`src/rtl/tbm_pkg.sv`:
```
// Package for the token bus membership controller.
// Holds payload structs, configuration struct, and the mode, action and opcode constants.
// No dependencies.
`default_nettype none

package tbm_pkg;

  // Input beat
  typedef struct packed {
    logic [1:0] cmd;
    logic [1:0] msg_kind;
    logic       not_for_me;
    logic [7:0] sender_addr;
  } tbm_in_t;

  // Result beat
  typedef struct packed {
    logic [2:0] action;
    logic       send_allowed;
    logic [7:0] receiver_addr;
    logic [2:0] node_mode;
  } tbm_out_t;

  // Classified item between front and back
  typedef struct packed {
    logic [1:0] kind;
    logic [1:0] msg;
    logic       other;
    logic [7:0] addr;
  } tbm_op_t;

  // Configuration register set
  typedef struct packed {
    logic [7:0]  own_address;
    logic [15:0] max_wait_ticks;
    logic [15:0] loop_period;
    logic [15:0] short_break_phase;
    logic [15:0] long_break_phase;
    logic [15:0] token_lost_ticks;
  } tbm_cfg_t;

  // Configuration register indexes
  localparam logic [2:0] CFG_OWN_ADDRESS = 3'd0;
  localparam logic [2:0] CFG_MAX_WAIT    = 3'd1;
  localparam logic [2:0] CFG_LOOP_PERIOD = 3'd2;
  localparam logic [2:0] CFG_SHORT_BREAK = 3'd3;
  localparam logic [2:0] CFG_LONG_BREAK  = 3'd4;
  localparam logic [2:0] CFG_TOKEN_LOST  = 3'd5;

  // Input commands
  localparam logic [1:0] CMD_TICK   = 2'd0;
  localparam logic [1:0] CMD_MSG    = 2'd1;
  localparam logic [1:0] CMD_SENDER = 2'd2;

  // Received message kinds
  localparam logic [1:0] MSG_ENABLE  = 2'd0;
  localparam logic [1:0] MSG_INFO    = 2'd1;
  localparam logic [1:0] MSG_REQUEST = 2'd2;

  // Classified operations
  localparam logic [1:0] OP_NOP    = 2'd0;
  localparam logic [1:0] OP_TICK   = 2'd1;
  localparam logic [1:0] OP_MSG    = 2'd2;
  localparam logic [1:0] OP_SENDER = 2'd3;

  // Actions
  localparam logic [2:0] ACT_NONE    = 3'd0;
  localparam logic [2:0] ACT_CHANGED = 3'd1;
  localparam logic [2:0] ACT_ENABLE  = 3'd2;
  localparam logic [2:0] ACT_REQUEST = 3'd3;
  localparam logic [2:0] ACT_INFO    = 3'd4;

  // Node modes
  localparam logic [2:0] MODE_UNKNOWN = 3'd0;
  localparam logic [2:0] MODE_REBOOT  = 3'd1;
  localparam logic [2:0] MODE_SINGLE  = 3'd2;
  localparam logic [2:0] MODE_UNREG   = 3'd3;
  localparam logic [2:0] MODE_REG     = 3'd4;

  localparam logic [7:0] ADDR_NONE = 8'd255;

endpackage

`default_nettype wire

```
`src/rtl/tbm_front.sv`:
```
// Front end: accepts input beats, classifies them and holds them in a two-entry queue.
// Depends on tbm_pkg.
`default_nettype none

module tbm_front (
  input  wire logic             clk,
  input  wire logic             rst_n,
  input  wire logic             in_valid,
  output logic                  in_ready,
  input  wire tbm_pkg::tbm_in_t in_data,
  output logic                  op_valid,
  output tbm_pkg::tbm_op_t      op,
  input  wire logic             pop
);
  import tbm_pkg::*;

  tbm_op_t    q_r [2];
  logic       wr_ptr_r;
  logic       rd_ptr_r;
  logic [1:0] cnt_r;
  logic       push;
  tbm_op_t    cls;

  // Classify the incoming beat
  always_comb begin
    cls.kind  = OP_NOP;
    cls.msg   = in_data.msg_kind;
    cls.other = in_data.not_for_me;
    cls.addr  = in_data.sender_addr;
    case (in_data.cmd)
      CMD_TICK:   cls.kind = OP_TICK;
      CMD_MSG:    cls.kind = (in_data.msg_kind == MSG_ENABLE ||
                              in_data.msg_kind == MSG_INFO ||
                              in_data.msg_kind == MSG_REQUEST) ? OP_MSG : OP_NOP;
      CMD_SENDER: cls.kind = OP_SENDER;
      default:    cls.kind = OP_NOP;
    endcase
  end

  assign in_ready = (cnt_r != 2'd2);
  assign push     = in_valid && in_ready;
  assign op_valid = (cnt_r != 2'd0);
  assign op       = q_r[rd_ptr_r];

  // Advance queue pointers and fill count
  always_ff @(posedge clk) begin
    if (!rst_n) begin
      wr_ptr_r <= 1'b0;
      rd_ptr_r <= 1'b0;
      cnt_r    <= 2'd0;
    end else begin
      if (push) wr_ptr_r <= ~wr_ptr_r;
      if (pop)  rd_ptr_r <= ~rd_ptr_r;
      case ({push, pop})
        2'b10:   cnt_r <= cnt_r + 2'd1;
        2'b01:   cnt_r <= cnt_r - 2'd1;
        default: cnt_r <= cnt_r;
      endcase
    end
  end

  // Store the classified beat
  always_ff @(posedge clk) begin
    if (push) q_r[wr_ptr_r] <= cls;
  end

endmodule

`default_nettype wire

```
`src/rtl/tbm_divider.sv`:
```
// Iterative remainder unit: 16-bit dividend modulo 16-bit divisor, four bits per cycle.
// Depends on tbm_pkg (no items used beyond the import convention).
`default_nettype none

module tbm_divider (
  input  wire logic        clk,
  input  wire logic        rst_n,
  input  wire logic        start,
  input  wire logic [15:0] dividend,
  input  wire logic [15:0] divisor,
  output logic             done,
  output logic [15:0]      rem
);
  import tbm_pkg::*;

  localparam int WIDTH      = 16;
  localparam int BITS_CYCLE = 4;
  localparam int CYCLES     = WIDTH / BITS_CYCLE;

  logic [WIDTH-1:0]         rem_r, rem_nxt;
  logic [WIDTH-1:0]         quo_r, quo_nxt;
  logic [WIDTH-1:0]         div_r;
  logic [$clog2(CYCLES)-1:0] cnt_r;
  logic                     busy_r;
  logic                     done_r;
  logic [WIDTH:0]           trial;

  // Four restoring steps per cycle
  always_comb begin
    rem_nxt = rem_r;
    quo_nxt = quo_r;
    trial   = '0;
    for (int i = 0; i < BITS_CYCLE; i++) begin
      trial   = {rem_nxt, quo_nxt[WIDTH-1]};
      quo_nxt = {quo_nxt[WIDTH-2:0], 1'b0};
      if (trial >= {1'b0, div_r}) trial = trial - {1'b0, div_r};
      rem_nxt = trial[WIDTH-1:0];
    end
  end

  // Sequence the iterations
  always_ff @(posedge clk) begin
    if (!rst_n) begin
      busy_r <= 1'b0;
      done_r <= 1'b0;
      cnt_r  <= '0;
    end else begin
      done_r <= 1'b0;
      if (start) begin
        busy_r <= 1'b1;
        cnt_r  <= '0;
      end else if (busy_r) begin
        cnt_r <= cnt_r + ($clog2(CYCLES))'(1);
        if (cnt_r == ($clog2(CYCLES))'(CYCLES - 1)) begin
          busy_r <= 1'b0;
          done_r <= 1'b1;
        end
      end
    end
  end

  // Hold operands and partial remainder
  always_ff @(posedge clk) begin
    if (start) begin
      rem_r <= '0;
      quo_r <= dividend;
      div_r <= divisor;
    end else if (busy_r) begin
      rem_r <= rem_nxt;
      quo_r <= quo_nxt;
    end
  end

  assign done = done_r;
  assign rem  = rem_r;

endmodule

`default_nettype wire

```
`src/rtl/tbm_back.sv`:
```
// Back end: membership state machine, loop timer, neighbour tracking and result register.
// Depends on tbm_pkg and tbm_divider.
`default_nettype none

module tbm_back (
  input  wire logic              clk,
  input  wire logic              rst_n,
  input  wire tbm_pkg::tbm_cfg_t cfg,
  input  wire logic              op_valid,
  input  wire tbm_pkg::tbm_op_t  op,
  output logic                   pop,
  output logic                   div_start,
  output logic                   div_done,
  output logic                   out_valid,
  input  wire logic              out_ready,
  output tbm_pkg::tbm_out_t      out_data
);
  import tbm_pkg::*;

  localparam logic ST_IDLE = 1'b0;
  localparam logic ST_DIV  = 1'b1;

  // Loop events
  localparam logic [2:0] EV_ENABLE  = 3'd0;
  localparam logic [2:0] EV_INFO    = 3'd1;
  localparam logic [2:0] EV_REQUEST = 3'd2;
  localparam logic [2:0] EV_START   = 3'd3;
  localparam logic [2:0] EV_SHORT   = 3'd4;
  localparam logic [2:0] EV_LONG    = 3'd5;
  localparam logic [2:0] EV_TIMEOUT = 3'd6;

  logic        state_r, state_nxt;
  logic [2:0]  mode_r, mode_nxt;
  logic [15:0] timer_r, timer_nxt;
  logic [7:0]  rn_r, rn_nxt;
  logic [7:0]  ls_r, ls_nxt;
  logic        ms_r, ms_nxt;
  logic [15:0] let_r, let_nxt;
  logic        out_valid_r;
  tbm_out_t    out_data_r;

  logic        slot_free;
  logic        is_tick;
  logic        is_op;
  logic        commit;
  logic        ev_valid;
  logic [2:0]  ev;
  logic        other;
  logic [2:0]  act;
  logic [15:0] ph;
  logic [15:0] div_rem;
  logic        lost;
  logic [7:0]  recv_cur;
  logic [7:0]  recv_nxt;

  tbm_divider u_div (
    .clk      (clk),
    .rst_n    (rst_n),
    .start    (div_start),
    .dividend (timer_r),
    .divisor  (cfg.loop_period),
    .done     (div_done),
    .rem      (div_rem)
  );

  assign slot_free = !out_valid_r || out_ready;
  assign pop       = (state_r == ST_IDLE) && op_valid && slot_free;
  assign div_start = pop && (op.kind == OP_TICK);
  assign is_tick   = (state_r == ST_DIV) && div_done;
  assign is_op     = pop && (op.kind != OP_TICK);
  assign commit    = is_tick || is_op;

  assign recv_cur = (rn_r != ADDR_NONE) ? rn_r : ((ls_r != ADDR_NONE) ? ls_r : 8'd0);
  assign lost     = ({1'b0, let_r} + {1'b0, cfg.token_lost_ticks}) <= {1'b0, timer_r};
  assign ph       = (cfg.loop_period == 16'd0) ? timer_r : div_rem;

  // Sequence the fetch and the remainder wait
  always_comb begin
    state_nxt = state_r;
    case (state_r)
      ST_IDLE: if (div_start) state_nxt = ST_DIV;
      ST_DIV:  if (div_done)  state_nxt = ST_IDLE;
      default: state_nxt = ST_IDLE;
    endcase
  end

  // Derive the event, dispatch it and advance the timer
  always_comb begin
    mode_nxt  = mode_r;
    timer_nxt = timer_r;
    rn_nxt    = rn_r;
    ls_nxt    = ls_r;
    ms_nxt    = ms_r;
    let_nxt   = let_r;
    act       = ACT_NONE;
    ev_valid  = 1'b0;
    ev        = EV_ENABLE;
    other     = 1'b0;

    if (is_tick) begin
      if (timer_r >= cfg.max_wait_ticks) begin
        ev_valid = 1'b1;
        ev       = EV_TIMEOUT;
      end else if (ph == 16'd0) begin
        ev_valid = 1'b1;
        ev       = EV_START;
      end else if (ph == cfg.short_break_phase) begin
        ev_valid = 1'b1;
        ev       = EV_SHORT;
      end else if (ph == cfg.long_break_phase) begin
        ev_valid = 1'b1;
        ev       = EV_LONG;
      end
    end

    if (is_op && op.kind == OP_MSG) begin
      ev_valid = 1'b1;
      ev       = {1'b0, op.msg};
      other    = op.other;
    end

    // Track right neighbour and lowest address
    if (is_op && op.kind == OP_SENDER) begin
      if (cfg.own_address < op.addr && rn_r > op.addr) rn_nxt = op.addr;
      if (op.addr < ls_r) ls_nxt = op.addr;
    end

    if (ev_valid) begin
      case (mode_r)
        MODE_UNKNOWN, MODE_REBOOT: begin
          ms_nxt = 1'b0;
          case (ev)
            EV_ENABLE: begin
              timer_nxt = 16'd0;
              act       = ACT_CHANGED;
              if (other) begin
                mode_nxt = MODE_UNREG;
              end else begin
                mode_nxt = MODE_REG;
                ms_nxt   = 1'b1;
              end
            end
            EV_REQUEST: begin
              timer_nxt = 16'd0;
              mode_nxt  = MODE_UNREG;
              act       = ACT_INFO;
            end
            EV_START: begin
              if (mode_r == MODE_REBOOT) begin
                act = (recv_cur == 8'd0) ? ACT_REQUEST : ACT_ENABLE;
              end else if (timer_r == 16'd0) begin
                rn_nxt = ADDR_NONE;
                ls_nxt = ADDR_NONE;
              end
            end
            EV_TIMEOUT: begin
              timer_nxt = 16'd0;
              mode_nxt  = (mode_r == MODE_UNKNOWN) ? MODE_REBOOT : MODE_SINGLE;
              act       = ACT_CHANGED;
            end
            default: act = ACT_NONE;
          endcase
        end
        MODE_SINGLE: begin
          case (ev)
            EV_ENABLE: begin
              timer_nxt = 16'd0;
              act       = ACT_CHANGED;
              if (other) begin
                mode_nxt = MODE_UNREG;
              end else begin
                mode_nxt = MODE_REG;
                ms_nxt   = 1'b1;
              end
            end
            EV_INFO: begin
              ms_nxt    = 1'b0;
              timer_nxt = 16'd0;
              mode_nxt  = MODE_UNKNOWN;
              act       = ACT_CHANGED;
            end
            EV_REQUEST: begin
              ms_nxt    = 1'b0;
              timer_nxt = 16'd0;
              mode_nxt  = MODE_UNREG;
              act       = ACT_INFO;
            end
            EV_START: begin
              ms_nxt = 1'b0;
              act    = ACT_REQUEST;
            end
            EV_SHORT:   ms_nxt = 1'b1;
            EV_TIMEOUT: timer_nxt = 16'd0;
            default:    act = ACT_NONE;
          endcase
        end
        MODE_UNREG: begin
          ms_nxt = 1'b0;
          case (ev)
            EV_ENABLE: begin
              // A foreign enable still reports a change while the mode holds
              act = ACT_CHANGED;
              if (!other) begin
                timer_nxt = 16'd0;
                mode_nxt  = MODE_REG;
                ms_nxt    = 1'b1;
              end
            end
            EV_REQUEST: act = ACT_INFO;
            EV_TIMEOUT: begin
              timer_nxt = 16'd0;
              mode_nxt  = MODE_UNKNOWN;
              act       = ACT_CHANGED;
            end
            default: act = ACT_NONE;
          endcase
        end
        MODE_REG: begin
          case (ev)
            EV_ENABLE: begin
              if (!other) begin
                ms_nxt    = 1'b1;
                timer_nxt = 16'd0;
              end else begin
                ms_nxt  = 1'b0;
                let_nxt = timer_r;
              end
            end
            EV_SHORT: begin
              if (timer_r == cfg.short_break_phase || lost) begin
                let_nxt = timer_r;
                ms_nxt  = 1'b0;
                act     = (rn_r == ADDR_NONE && !lost) ? ACT_REQUEST : ACT_ENABLE;
              end
            end
            EV_LONG: begin
              if (timer_r == cfg.long_break_phase && rn_r == ADDR_NONE &&
                  ls_r != ADDR_NONE) act = ACT_ENABLE;
            end
            EV_TIMEOUT: begin
              timer_nxt = 16'd0;
              mode_nxt  = MODE_UNREG;
              act       = ACT_CHANGED;
            end
            default: act = ACT_NONE;
          endcase
        end
        default: act = ACT_NONE;
      endcase
    end

    // Advance the timer unless the tick changed state
    if (is_tick && act != ACT_CHANGED) timer_nxt = timer_nxt + 16'd1;
  end

  assign recv_nxt = (rn_nxt != ADDR_NONE) ? rn_nxt :
                    ((ls_nxt != ADDR_NONE) ? ls_nxt : 8'd0);

  // Hold node state
  always_ff @(posedge clk) begin
    if (!rst_n) begin
      state_r <= ST_IDLE;
      mode_r  <= MODE_UNKNOWN;
      timer_r <= 16'd0;
      rn_r    <= ADDR_NONE;
      ls_r    <= ADDR_NONE;
      ms_r    <= 1'b0;
      let_r   <= 16'd0;
    end else begin
      state_r <= state_nxt;
      if (commit) begin
        mode_r  <= mode_nxt;
        timer_r <= timer_nxt;
        rn_r    <= rn_nxt;
        ls_r    <= ls_nxt;
        ms_r    <= ms_nxt;
        let_r   <= let_nxt;
      end
    end
  end

  // Load the result register, drop it when taken
  always_ff @(posedge clk) begin
    if (!rst_n) begin
      out_valid_r <= 1'b0;
    end else if (commit) begin
      out_valid_r <= 1'b1;
    end else if (out_ready) begin
      out_valid_r <= 1'b0;
    end
  end

  always_ff @(posedge clk) begin
    if (commit) begin
      out_data_r.action        <= act;
      out_data_r.send_allowed  <= ms_nxt;
      out_data_r.receiver_addr <= recv_nxt;
      out_data_r.node_mode     <= mode_nxt;
    end
  end

  assign out_valid = out_valid_r;
  assign out_data  = out_data_r;

endmodule

`default_nettype wire

```
`src/rtl/token_bus_membership_fsm.sv`:
```
// Top level of the token bus membership controller: configuration registers,
// front queue and back state machine. Depends on tbm_pkg, tbm_front, tbm_back.
//
//   Channel | Direction | Handshake            | Payload
//   in_     | input     | in_valid / in_ready   | tbm_in_t  in_data
//   out_    | output    | out_valid / out_ready | tbm_out_t out_data
//   cfg_    | input     | cfg_valid / cfg_ready | cfg_index[2:0], cfg_data[15:0]
//
// A message, sender report or ignored item passes through the front queue and the result register.
// A tick also waits on the remainder unit for its loop phase; the unit retires four
// quotient bits a cycle until done, and the state and result registers then load.
// Reset is synchronous, active low; registers load their listed reset values.
// Two queued items drop in_ready low, as when a result waits on out_ready; cfg_ready is
// always high.
`default_nettype none

module token_bus_membership_fsm (
  input  wire logic              clk,
  input  wire logic              rst_n,
  input  wire logic              in_valid,
  output logic                   in_ready,
  input  wire tbm_pkg::tbm_in_t  in_data,
  output logic                   out_valid,
  input  wire logic              out_ready,
  output tbm_pkg::tbm_out_t      out_data,
  input  wire logic              cfg_valid,
  output logic                   cfg_ready,
  input  wire logic [2:0]        cfg_index,
  input  wire logic [15:0]       cfg_data
);
  import tbm_pkg::*;

  tbm_cfg_t cfg_r;
  logic     op_valid;
  tbm_op_t  op;
  logic     pop;
  logic     div_start;
  logic     div_done;

  assign cfg_ready = 1'b1;

  // Write configuration registers
  always_ff @(posedge clk) begin
    if (!rst_n) begin
      cfg_r.own_address       <= 8'd1;
      cfg_r.max_wait_ticks    <= 16'd1000;
      cfg_r.loop_period       <= 16'd100;
      cfg_r.short_break_phase <= 16'd10;
      cfg_r.long_break_phase  <= 16'd50;
      cfg_r.token_lost_ticks  <= 16'd300;
    end else if (cfg_valid && cfg_ready) begin
      case (cfg_index)
        CFG_OWN_ADDRESS: cfg_r.own_address       <= cfg_data[7:0];
        CFG_MAX_WAIT:    cfg_r.max_wait_ticks    <= cfg_data;
        CFG_LOOP_PERIOD: cfg_r.loop_period       <= cfg_data;
        CFG_SHORT_BREAK: cfg_r.short_break_phase <= cfg_data;
        CFG_LONG_BREAK:  cfg_r.long_break_phase  <= cfg_data;
        CFG_TOKEN_LOST:  cfg_r.token_lost_ticks  <= cfg_data;
        default:         cfg_r <= cfg_r;
      endcase
    end
  end

  tbm_front u_front (
    .clk      (clk),
    .rst_n    (rst_n),
    .in_valid (in_valid),
    .in_ready (in_ready),
    .in_data  (in_data),
    .op_valid (op_valid),
    .op       (op),
    .pop      (pop)
  );

  tbm_back u_back (
    .clk       (clk),
    .rst_n     (rst_n),
    .cfg       (cfg_r),
    .op_valid  (op_valid),
    .op        (op),
    .pop       (pop),
    .div_start (div_start),
    .div_done  (div_done),
    .out_valid (out_valid),
    .out_ready (out_ready),
    .out_data  (out_data)
  );

  // Queue is read only when it holds an item
  a_pop_nonempty: assert property (@(posedge clk) disable iff (!rst_n)
    pop |-> op_valid)
    else $error("queue popped while empty");

  // Remainder unit is never restarted while it works
  a_start_spacing: assert property (@(posedge clk) disable iff (!rst_n)
    div_start |=> !div_start)
    else $error("remainder unit restarted early");

  // Each remainder completion is checked against the start that began it
  a_div_latency: assert property (@(posedge clk) disable iff (!rst_n)
    div_done |-> $past(div_start, 5))
    else $error("remainder done without matching start");

  // Reported mode is one of the five node modes
  a_mode_range: assert property (@(posedge clk) disable iff (!rst_n)
    out_valid |-> (out_data.node_mode <= MODE_REG))
    else $error("result carries an undefined node mode");

endmodule

`default_nettype wire

```
`config.mk`:
```
export PLATFORM = sky130hd
export DESIGN_NAME = token_bus_membership_fsm
export DESIGN_NICKNAME = d
export VERILOG_FILES = /design/src/rtl/tbm_pkg.sv /design/src/rtl/tbm_front.sv /design/src/rtl/tbm_divider.sv /design/src/rtl/tbm_back.sv /design/src/rtl/token_bus_membership_fsm.sv
export SDC_FILE = /design/constraint.sdc
export NUM_CORES = 1
export LEC_CHECK = 0
export ABC_AREA = 1
export BUFFER_PORTS_ARGS = -buffer_cell sky130_fd_sc_hd__buf_4
export CAP_MARGIN = 20
export CORE_MARGIN = 3
export CORE_UTILIZATION = 40
export DETAILED_ROUTE_END_ITERATION = 7
export HOLD_SLACK_MARGIN = 0.15
export PLACE_DENSITY = 0.61
export SYNTH_ARGS = -nofsm -noshare
export SYNTH_HDL_FRONTEND = slang
export SYNTH_SLANG_ARGS = --single-unit
```
`constraint.sdc`:
```
create_clock -name clk -period 19.2 [get_ports clk]
set_input_delay 0 -clock clk [delete_from_list [all_inputs] [get_ports clk]]
set_output_delay 0 -clock clk [all_outputs]
set_load 0.05 [all_outputs]
```
==> results.md, run 1 <==
- Outcome: finished, final reports clean
- RD Place Congestion: roughly 0.96
- Post-Syn Instances: 2367
- CTS buffer count: 27
- Final hold vios: 0
- Cell at the slowest stage of the critical path: nand2_1
- ANT cells: 0
- WL per Instance: around 17 um
- Crit path largest cell delay: ~0.75 ns
- Clk slew on worst S/H paths: approximately 0.06 ns
- Fraction of synthesized area in multiplexers: 0%
- Actual slew at the worst max-slew pin: between 1 and 1.5 ns
- Final Max Slew Viols: 0
- Cell type with the largest total area after synthesis: dfxtp_1
- # Max-Cap Violations: 0
- Hold Path Class: in2reg
- Largest family of logic cells by synthesized area: simple AND/OR/NAND/NOR gates
- Worst r2r path cells: between 50 and 60
- CP required: a little under 20 ns
- Detail Route Antenna Nets: 0
- Core area: 41110 um2
- Vias in the first global route: around 15000
- Adder-Cell Fraction of Synth Area: 10.83%
- Via count: roughly 16000
- Top Family by Delay on Critical Path: simple AND/OR/NAND/NOR gates
- Synth async-reset ratio: 0%
- Worst skew pair latency: ~0.56 ns
- Antenna violations before repair: 0
- Period minus WS final: between 10 and 15 ns
- Worst slew margin: 28.00%
- CTS sink count: 240
- RSZ-0062 raised after global routing: no
- Main area contributors after synthesis: dfxtp_1, edfxtp_1, nand2_1, ha_1, inv_1
- Critical path type: reg2reg
- Crit start category: flop
- First-pass GRT wire length: 81.52 mm
- Post-DR vias/cell: around 5.3
- Drt total wl: 51.03 mm
- CTS HTree Levels: 1
- Prevailing post-synth register cell: dfxtp_1
- Root Buffer: clkbuf_16
- Starting Density: 40.74%
- Die width: about 210 um
- IO Count: 55
- Post-synthesis compound-gate area fraction: between 10% and 20%
- Final setup TNS: 0 ns
- Register bit total from synthesis: 240
- Total GRT Usage: 22.74%
- CP endpoint kind: flop
- Synthesized Nets: 2546
- FILL cells: 4205
- Area share of the largest cell type after synthesis: 19.96%
- Syn avg cell area: about 7.1 um2
- Critical path peak fanout: 31
- Yosys warning count: 0
- First-pass detailed-route iteration total: 6
- Row count: between 70 and 80
- Max clock buf depth: 3
- Port Buffer Count: 53
- Seq/Total Area, Yosys: between 30% and 40%
- DIE AREA: 44360 um2
- Synthesized cell area: around 17000 um2
- # setup viols final: 0
- Final HPWL DP: between 30 and 40 mm
- Number of flops mapped to enable cells by yosys: 73
- Largest net degree at the start of global routing: 60
- Synth Area in XOR/XNOR: 4.654%
- Achievable Freq: approximately 86 MHz
- CP dominant cell by count: nand2_1
- Area grow syn2layout: 13.61%
- Post-Synth Simple-Gate Area: between 20% and 30%
- Die Ht: approximately 210 um
- Critical path arrival: 12.04 ns
- Starting DRT DRC Count: between 1000 and 1500
- Residual DRC: 0
- Nets: roughly 2600
- Synth unique cells: 54
- Final period utilization: approximately three fifths
- Worst Path Buf+Inv: 5
- Final setup skew: roughly 0.014 ns
- Min-Delay Path Depth: 2
- Setup Buffers After CTS: 0
- CP Depth: between 50 and 60
- CTS tree: done
- Layout cell share with drive strength beyond 1: between 6 and 7%
- GR Overflow Total: 0
-- state kept, by name (all words and copies together), names as in the netlist, named ones only --
signal / count
u_back.mode_r: 3
u_back.timer_r: 16
u_front.cnt_r: 2
u_front.wr_ptr_r: 1
u_back.let_r: 16
u_back.state_r: 1
u_back.out_valid: 1
u_back.ms_r: 1
u_front.rd_ptr_r: 1
u_back.u_div.div_r: 16
cfg_r: 88
u_back.u_div.rem: 16
u_back.u_div.quo_r: 16
u_front.q_r: 26
u_back.u_div.cnt_r: 2
u_back.out_data: 15
u_back.u_div.done: 1
u_back.rn_r: 8
u_back.ls_r: 8
u_back.u_div.busy_r: 1
-- metrics by stage --
stage	cell area (um2)	cells	setup slack, ns	hold WS, ns	util [%]
finish	19030	2992	7.595	0.1832	46.28
global route	19030	2992	6.282	0.1807	46.28
CTS	18990	2990	7.663	0.1536	46.20
detailed placement	17600	2891	7.707	0.1934	42.80
global placement	17570	2888	7.995	0.1882	42.74
floorplan	16750	2367	10.66	0.09887	-
-- cells in the final DEF (no fill, tap or decap), drive strengths merged, types with 2 or more instances in the layout --
cell type / instances
nand2: 515
inv: 330
nor2: 239
o21ai: 214
dfxtp: 167
nand3: 153
a21oi: 148
ha: 137
edfxtp: 73
buf: 68
dlygate4sd3: 49
xor2: 45
xnor2: 44
clkbuf: 43
nand4: 40
nor3: 34
o211ai: 31
nor4: 19
a211oi: 19
or2: 16
nand3b: 14
o21bai: 9
o21a: 6
clkinv: 6
fa: 5
a21boi: 5
a31oi: 4
o22ai: 4
a21o: 3
a221o: 3
o2111ai: 2
or3: 2
-- cell type report --
| cell class | instances | area, um2 | share of cell area, % |
|---|---|---|---|
| clock buffer | 42 | 835.8 | 4.393 |
| clock inverter | 8 | 70.07 | 0.3683 |
| sequential | 240 | 5535 | 29.09 |
| multi-input combinational | 1722 | 9649 | 50.71 |
| tap | 532 | 665.6 | 3.498 |
| timing repair buffer | 118 | 1032 | 5.425 |
| inverter | 330 | 1239 | 6.510 |
-- cells by family after synthesis --
family / after synthesis
adder cells (fa/ha/maj): 142
XOR/XNOR: 89
other: 1
AND/OR/NAND/NOR: 1034
AO/OA/AOI/OAI: 456
flip-flops: 240
buffers and inverters: 405
-- layer usage --
metal	share of wire [%]	track usage (%)	vias to the layer above
li1	-	-	8002
met1	46	31.21	7340
met2	46	37.78	367
met3	4.8	2.614	75
met4	2.8	6.975	0
met5	0	0	-
-- path summary, 6_finish.rpt --
check                                       startpoint                     to  slack, ns
worst max-delay path            u_back.u_div.div_r[14]   u_back.u_div.rem[15]       7.59
worst min-delay path                        in_data[7]      u_front.q_r[1][7]       0.18
worst max register to register  u_back.u_div.div_r[14]   u_back.u_div.rem[15]       7.59
worst min register to register               cfg_r[57]  u_back.u_div.div_r[9]       0.45
-- worst register-to-register path, delay by kind of cell (launching register included) --
family          cells  cell delay, ns
fa+ha+maj           4            1.35
flops               1            0.32
simple gates       29            4.89
compound gates     18            3.54
buf+inv             5            1.40
-- Yosys cell counts (44+ instances only) --
cell type and instances:
dfxtp_1 167, a21oi_1 148, xor2_1 45, ha_1 137
nand3_1 148, inv_1 323, edfxtp_1 73, clkbuf_1 61
o21ai_0 204, xnor2_1 44, nor2_1 231, nand2_1 495
-- repair_timing --
item	4_1_cts	5_1_grt
hold buffers	49	0
endpoints found under the hold margin	156	0
resized for setup	0	0
Power of run 1 is not shown: default switching activity piles up to over one toggle a cycle in this logic, so the estimate is an artifact.
==> run 2: changes to the inputs <==
- ABC_AREA: 1 -> 0
- clock period: 19.2 -> 11.6 ns (I/O delays scaled with it)
==> results.md, run 2 <==
- Outcome: finished, final reports clean
- Achievable Freq: 94.56 MHz (+9.7%)
- Clk slew on worst S/H paths: 0.07 ns (about the same)
- Die width: 210.3 um (-0.17%)
- Max FFs per register: 88 (unchanged)
- DIE AREA: 44210 um2 (-0.35%)
- Prevailing post-synth register cell: dfxtp_1
- Most common cell after layout, fill and taps aside: nand2_1
- Top flop regs: cfg_r (88), u_front.q_r (26)
- Row count: 74 (unchanged)
- Max clock buf depth: 3 (unchanged)
- WL per Instance: 19.77 um (+16%)
- Layout cell share with drive strength beyond 1: 9.867% (+3.0 points)
- Port Buffer Count: 53 (unchanged)
- First-pass detailed-route iteration total: 5 (-1)
- Worst skew pair latency: 0.56 ns (about the same)
- Total GRT Usage: 22.40% (-0.33 points)
- Cell at the slowest stage of the critical path: edfxtp_1
- IO Count: 55 (unchanged)
- Starting DRT DRC Count: 1175 (-7.0%)
- Top post-synthesis cells by count: nand2_1, dfxtp_1, ha_1, nor2_1, inv_1
- Most flop-heavy register: cfg_r
- Synth async-reset ratio: 0% (unchanged)
- Root Buffer: clkbuf_16
- Area grow syn2layout: 14.24%
- CP endpoint kind: flop
- Core area: 41020 um2 (-0.23%)
- Footprint of the multi-input gates: 10450 um2 (+8.3%)
- Area share of the largest cell type after synthesis: 20.03% (+0.072 points)
- Crit start category: flop
- First-pass GRT wire length: 79.27 mm (-2.8%)
- Final hold vios: 0 (unchanged)
- Nets: 2194 (-16%)
- # Max-Cap Violations: 0 (unchanged)
- # setup viols final: 0 (unchanged)
- Final setup skew: 0.01133 ns (-0.003077 ns)
- Post-Syn Instances: 1945 (-18%)
- Period minus WS final: 10.58 ns (-1.030 ns)
- Residual DRC: 0 (unchanged)
- RD Place Congestion: 0.9207 (-3.7%)
- Seq/Total Area, Yosys: 33.17% (+0.12 points)
- Number of flops mapped to enable cells by yosys: 73 (unchanged)
- ANT cells: 0 (unchanged)
- Main area contributors after synthesis: dfxtp_1, edfxtp_1, ha_1, nand2_1, xnor2_1
- Actual slew at the worst max-slew pin: 1.141 ns (+0.06596 ns)
- Sequential Area: 5535 um2 (unchanged)
- Critical path arrival: 11.05 ns (-0.99 ns)
- Synthesized Nets: 2124 (-17%)
- Post-DR vias/cell: 5.701 (+8.1%)
- Largest net degree at the start of global routing: 76 (+27%)
- CP dominant cell by count: o21ai_0
- Drt total wl: 50.78 mm (-0.49%)
- GR Overflow Total: 0 (unchanged)
- Starting Density: 40.68% (-0.054 points)
- CP required: 12.08 ns (-7.55 ns)
- Cell type with the largest total area after synthesis: dfxtp_1
- Final HPWL DP: 37.41 mm (-3.1%)
- Synthesized cell area: 16690 um2 (-0.36%)
- Syn avg cell area: 8.580 um2 (+21%)
- CTS buffer count: 28 (+3.7%)
- Via count: 14650 (-7.2%)
- Yosys warning count: 0 (unchanged)
- Critical path peak fanout: 24 (-23%)
- Crit path largest cell delay: 0.47 ns (-0.28 ns)
- CTS HTree Levels: 1 (unchanged)
- Antenna violations before repair: 0 (unchanged)
- Hold Path Class: in2reg
- CTS tree: done
- Most frequent cells in the layout: nand2_1, dfxtp_1, ha_1
- Final Max Slew Viols: 0 (unchanged)
- Final setup TNS: 0 ns (unchanged)
- CTS sink count: 240 (unchanged)
- Final period utilization: 91.17% (+31 points)
- Most numerous cell in the Yosys netlist: nand2_1
- Die Ht: 210.3 um (-0.17%)
- Worst slew margin: 23.92% (-4.1 points)
- FILL cells: 3956 (-5.9%)
- Vias in the first global route: 14170 (-6.7%)
- Register bit total from synthesis: 240 (unchanged)
- RSZ-0062 raised after global routing: no
- Synth unique cells: 87 (+61%)
- Critical path type: reg2reg
- Detail Route Antenna Nets: 0 (unchanged)
run 2: changes by cell type in the layout (fill, tap and decap cells not counted), moves of 56 or more:
cell and change:
nand3_1 -101, nor2_1 -104, o21ai_0 -141, inv_1 -218
a21boi_0 +76, nand2_1 -221, a21oi_1 -56
run 2: timing repair:
| item | 4_1_cts | 5_1_grt |
|---|---|---|
| setup endpoints to repair | 0 | 16 |
| endpoints found under the hold margin | 160 | 0 |
| resized for setup | 0 | 7 |
| hold buffers | 46 | 0 |
| setup buffers | 0 | 3 |
run 2: cells by family (layout without fill, tap and decap cells):
| family | count (synthesis) | in the layout | share of synthesized area, % |
|---|---|---|---|
| compound gates | 463 | 463 | 19.65 |
| flops | 240 | 240 | 33.17 |
| mux | 82 | 82 | 5.211 |
| xor+xnor | 116 | 116 | 6.088 |
| simple gates | 712 | 712 | 20.62 |
| buf+inv | 189 | 281 | 4.364 |
| fa+ha+maj | 142 | 142 | 10.87 |
| other cells | 1 | 1 | 0.02247 |
run 2: cell type report:
| type | instances | area share (%) |
|---|---|---|
| Multi-Input combinational cell | 1516 | 54.80 |
| Sequential cell | 240 | 29.04 |
| Timing Repair Buffer | 120 | 5.408 |
| Clock buffer | 32 | 3.971 |
| Tap cell | 532 | 3.492 |
| Inverter | 109 | 2.166 |
| Clock inverter | 20 | 1.122 |
run 2: stage by stage:
step / area (um2) / setup WS (ns) / std cells / util, % / hold WS [ns]
2_1_floorplan: 16690 / 0.9841 / 1945 / - / 0.09887
4_1_cts: 19000 / 0.7324 / 2564 / 46.32 / 0.1516
3_3_place_gp: 17570 / 1.145 / 2466 / 42.83 / 0.1863
5_1_grt: 19060 / 0.08567 / 2569 / 46.48 / 0.1679
6_report: 19060 / 1.025 / 2569 / 46.48 / 0.1757
3_5_place_dp: 17570 / 0.8090 / 2466 / 42.83 / 0.1906
run 2: final timing paths:
path / startpoint / endpoint / slack, ns / depth (start not counted)
min reg2reg: cfg_r[68] / cfg_r[68] / 0.47 / 2
max reg2reg: u_back.u_div.div_r[1] / u_back.u_div.rem[3] / 1.02 / 42
max: u_back.u_div.div_r[1] / u_back.u_div.rem[3] / 1.02 / 42
min: in_data[1] / u_front.q_r[0][1] / 0.18 / 2
run 2: critical path, delay by kind of cell, from the launching register on:
family                   cells  cell delay, ns
flip-flops                   1            0.47
AND/OR/NAND/NOR             11            1.94
buffers and inverters        3            0.66
multiplexers                 1            0.43
adder cells (fa/ha/maj)      4            1.40
AO/OA/AOI/OAI               23            5.57
run 2: routing by layer:
layer	vias to the layer above	global-route usage (%)	routed length (um)	share of wire [%]
met5	-	0	0	0
met4	0	10.04	2496	4.9
met3	117	2.560	2816	5.5
met2	434	37.88	23750	47
met1	6950	28.93	21720	43
li1	7144	-	-	-
Power of run 2 is left out for the same reason.
==> run 3: changes to the inputs <==
- clock period: 11.6 -> 10.7 ns (I/O delays scaled with it)
==> results.md, run 3 (same netlist as run 2, synthesis figures left out) <==
- IO Count: 55 (unchanged)
- Actual slew at the worst max-slew pin: 1.066 ns (-0.07543 ns)
- Final setup TNS: 0 ns (unchanged)
- Worst skew pair latency: 0.56 ns (about the same)
- Final setup skew: 0.009877 ns (-0.001451 ns)
- Port Buffer Count: 53 (unchanged)
- Core area: 41020 um2 (unchanged)
- Starting Density: 40.68% (unchanged)
- CTS tree: done
- Via count: 14860 (+1.5%)
- Final period utilization: 93.17% (+2.0 points)
- CTS HTree Levels: 1 (unchanged)
- Fin cells: 2591 (+0.86%)
- Most common cell after layout, fill and taps aside: nand2_1
- Crit path largest cell delay: 0.55 ns (+0.08 ns)
- ANT cells: 0 (unchanged)
- WL per Instance: 20.28 um (+2.6%)
- RSZ-0062 raised after global routing: no
- Drt total wl: 52.55 mm (+3.5%)
- First-pass GRT wire length: 81.48 mm (+2.8%)
- Largest net degree at the start of global routing: 70 (-7.9%)
- Worst r2r path cells: 44 (+4.8%)
- # Max-Cap Violations: 0 (unchanged)
- Post-DR vias/cell: 5.736 (+0.62%)
- First-pass detailed-route iteration total: 6 (+1)
- Most frequent cells in the layout: nand2_1, dfxtp_1, ha_1
- Top flop regs: cfg_r (88), u_front.q_r (26)
- Critical path peak fanout: 17 (-29%)
- Layout cell share with drive strength beyond 1: 10.93% (+1.1 points)
- Residual DRC: 0 (unchanged)
- Clk slew on worst S/H paths: 0.06 ns (about the same)
- Period minus WS final: 9.969 ns (-0.6063 ns)
- Final core utilization: 47.13% (+0.66 points)
- CP Depth: 44 (+4.8%)
- Most flop-heavy register: cfg_r
- Min-Delay Path Depth: 2 (unchanged)
- CP endpoint kind: flop
- Worst slew margin: 28.95% (+5.0 points)
- Root Buffer: clkbuf_16
- CTS sink count: 240 (unchanged)
- Achievable Freq: 100.3 MHz (+6.1%)
- Starting DRT DRC Count: 1219 (+3.7%)
- Final hold vios: 0 (unchanged)
- Vias in the first global route: 14610 (+3.1%)
- Die Ht: 210.3 um (unchanged)
- Critical path type: reg2reg
- RD Place Congestion: 0.9489 (+3.1%)
- Die width: 210.3 um (unchanged)
- Hold Path Class: in2reg
- CTS buffer count: 28 (unchanged)
- FILL cells: 3911 (-1.1%)
- Cell at the slowest stage of the critical path: o41ai_1
- Critical path arrival: 10.40 ns (-0.65 ns)
- Outcome: finished, final reports clean
- Antenna violations before repair: 0 (unchanged)
- Final Max Slew Viols: 0 (unchanged)
- Max FFs per register: 88 (unchanged)
- Fin area: 19330 um2 (+1.4%)
- Top Family by Delay on Critical Path: compound AO/OA/AOI/OAI gates
- Placed Area: 17750 um2 (+1.1%)
- # setup viols final: 0 (unchanged)
- GR Overflow Total: 0 (unchanged)
- Nets: 2216 (+1.0%)
- DIE AREA: 44210 um2 (unchanged)
- Total GRT Usage: 23.21% (+0.80 points)
- Row count: 74 (unchanged)
- Crit start category: flop
- CP required: 11.13 ns (-0.95 ns)
- Final HPWL DP: 38.98 mm (+4.2%)
- Max clock buf depth: 3 (unchanged)
- Placed cells: 2488 (+0.89%)
- Area grow syn2layout: 15.85%
- Detail Route Antenna Nets: 0 (unchanged)
- Worst Path Buf+Inv: 4 (+1)
run 3: per-layer routing:
metal / global-route usage (%) / wire [um] / up-vias
li1: - / - / 7195
met1: 29.68 / 22580 / 7081
met2: 39.50 / 24750 / 466
met3: 2.768 / 2796 / 120
met4: 10.39 / 2417 / 0
met5: 0 / 0 / -
run 3: area by class of cell:
cell class                      instances  area, um2  area share, %
Tap cell                              532      665.6          3.443
Multi-Input combinational cell       1516      10480          54.21
Timing Repair Buffer                  142       1215          6.284
Clock buffer                           32      737.0          3.812
Sequential cell                       240       5535          28.63
Inverter                              109      409.1          2.116
Clock inverter                         20      290.3          1.502
run 3: per-stage QoR:
stage / hold slack [ns] / worst slack (ns)
3_5_place_dp: 0.1899 / 0.1917
6_report: 0.1782 / 0.7309
2_1_floorplan: 0.09887 / 0.08406
5_1_grt: 0.1797 / 0.002544
3_3_place_gp: 0.1867 / 0.4764
4_1_cts: 0.1516 / 0.1287
run 3: repair_timing:
| action | in CTS | in global routing |
|---|---|---|
| hold endpoints to repair | 160 | 0 |
| resized for setup | 0 | 15 |
| setup endpoints to repair | 0 | 16 |
| setup buffers | 0 | 2 |
| hold buffers | 47 | 0 |
run 3: worst paths after layout:
check	from	endpoint	slack [ns]
max	u_back.u_div.div_r[1]	u_back.u_div.rem[12]	0.73
min	in_data[4]	u_front.q_r[0][4]	0.18
max reg2reg	u_back.u_div.div_r[1]	u_back.u_div.rem[12]	0.73
min reg2reg	cfg_r[74]	cfg_r[74]	0.46
run 3: worst reg2reg max path, delay by kind of cell, from the launching register on:
family | cells | cell delay (ns)
buffers and inverters | 4 | 0.67
flip-flops | 1 | 0.44
AND/OR/NAND/NOR | 12 | 1.91
multiplexers | 2 | 0.57
XOR/XNOR | 1 | 0.22
adder cells (fa/ha/maj) | 4 | 1.32
AO/OA/AOI/OAI | 21 | 4.74
Power of run 3 is left out for the same reason.
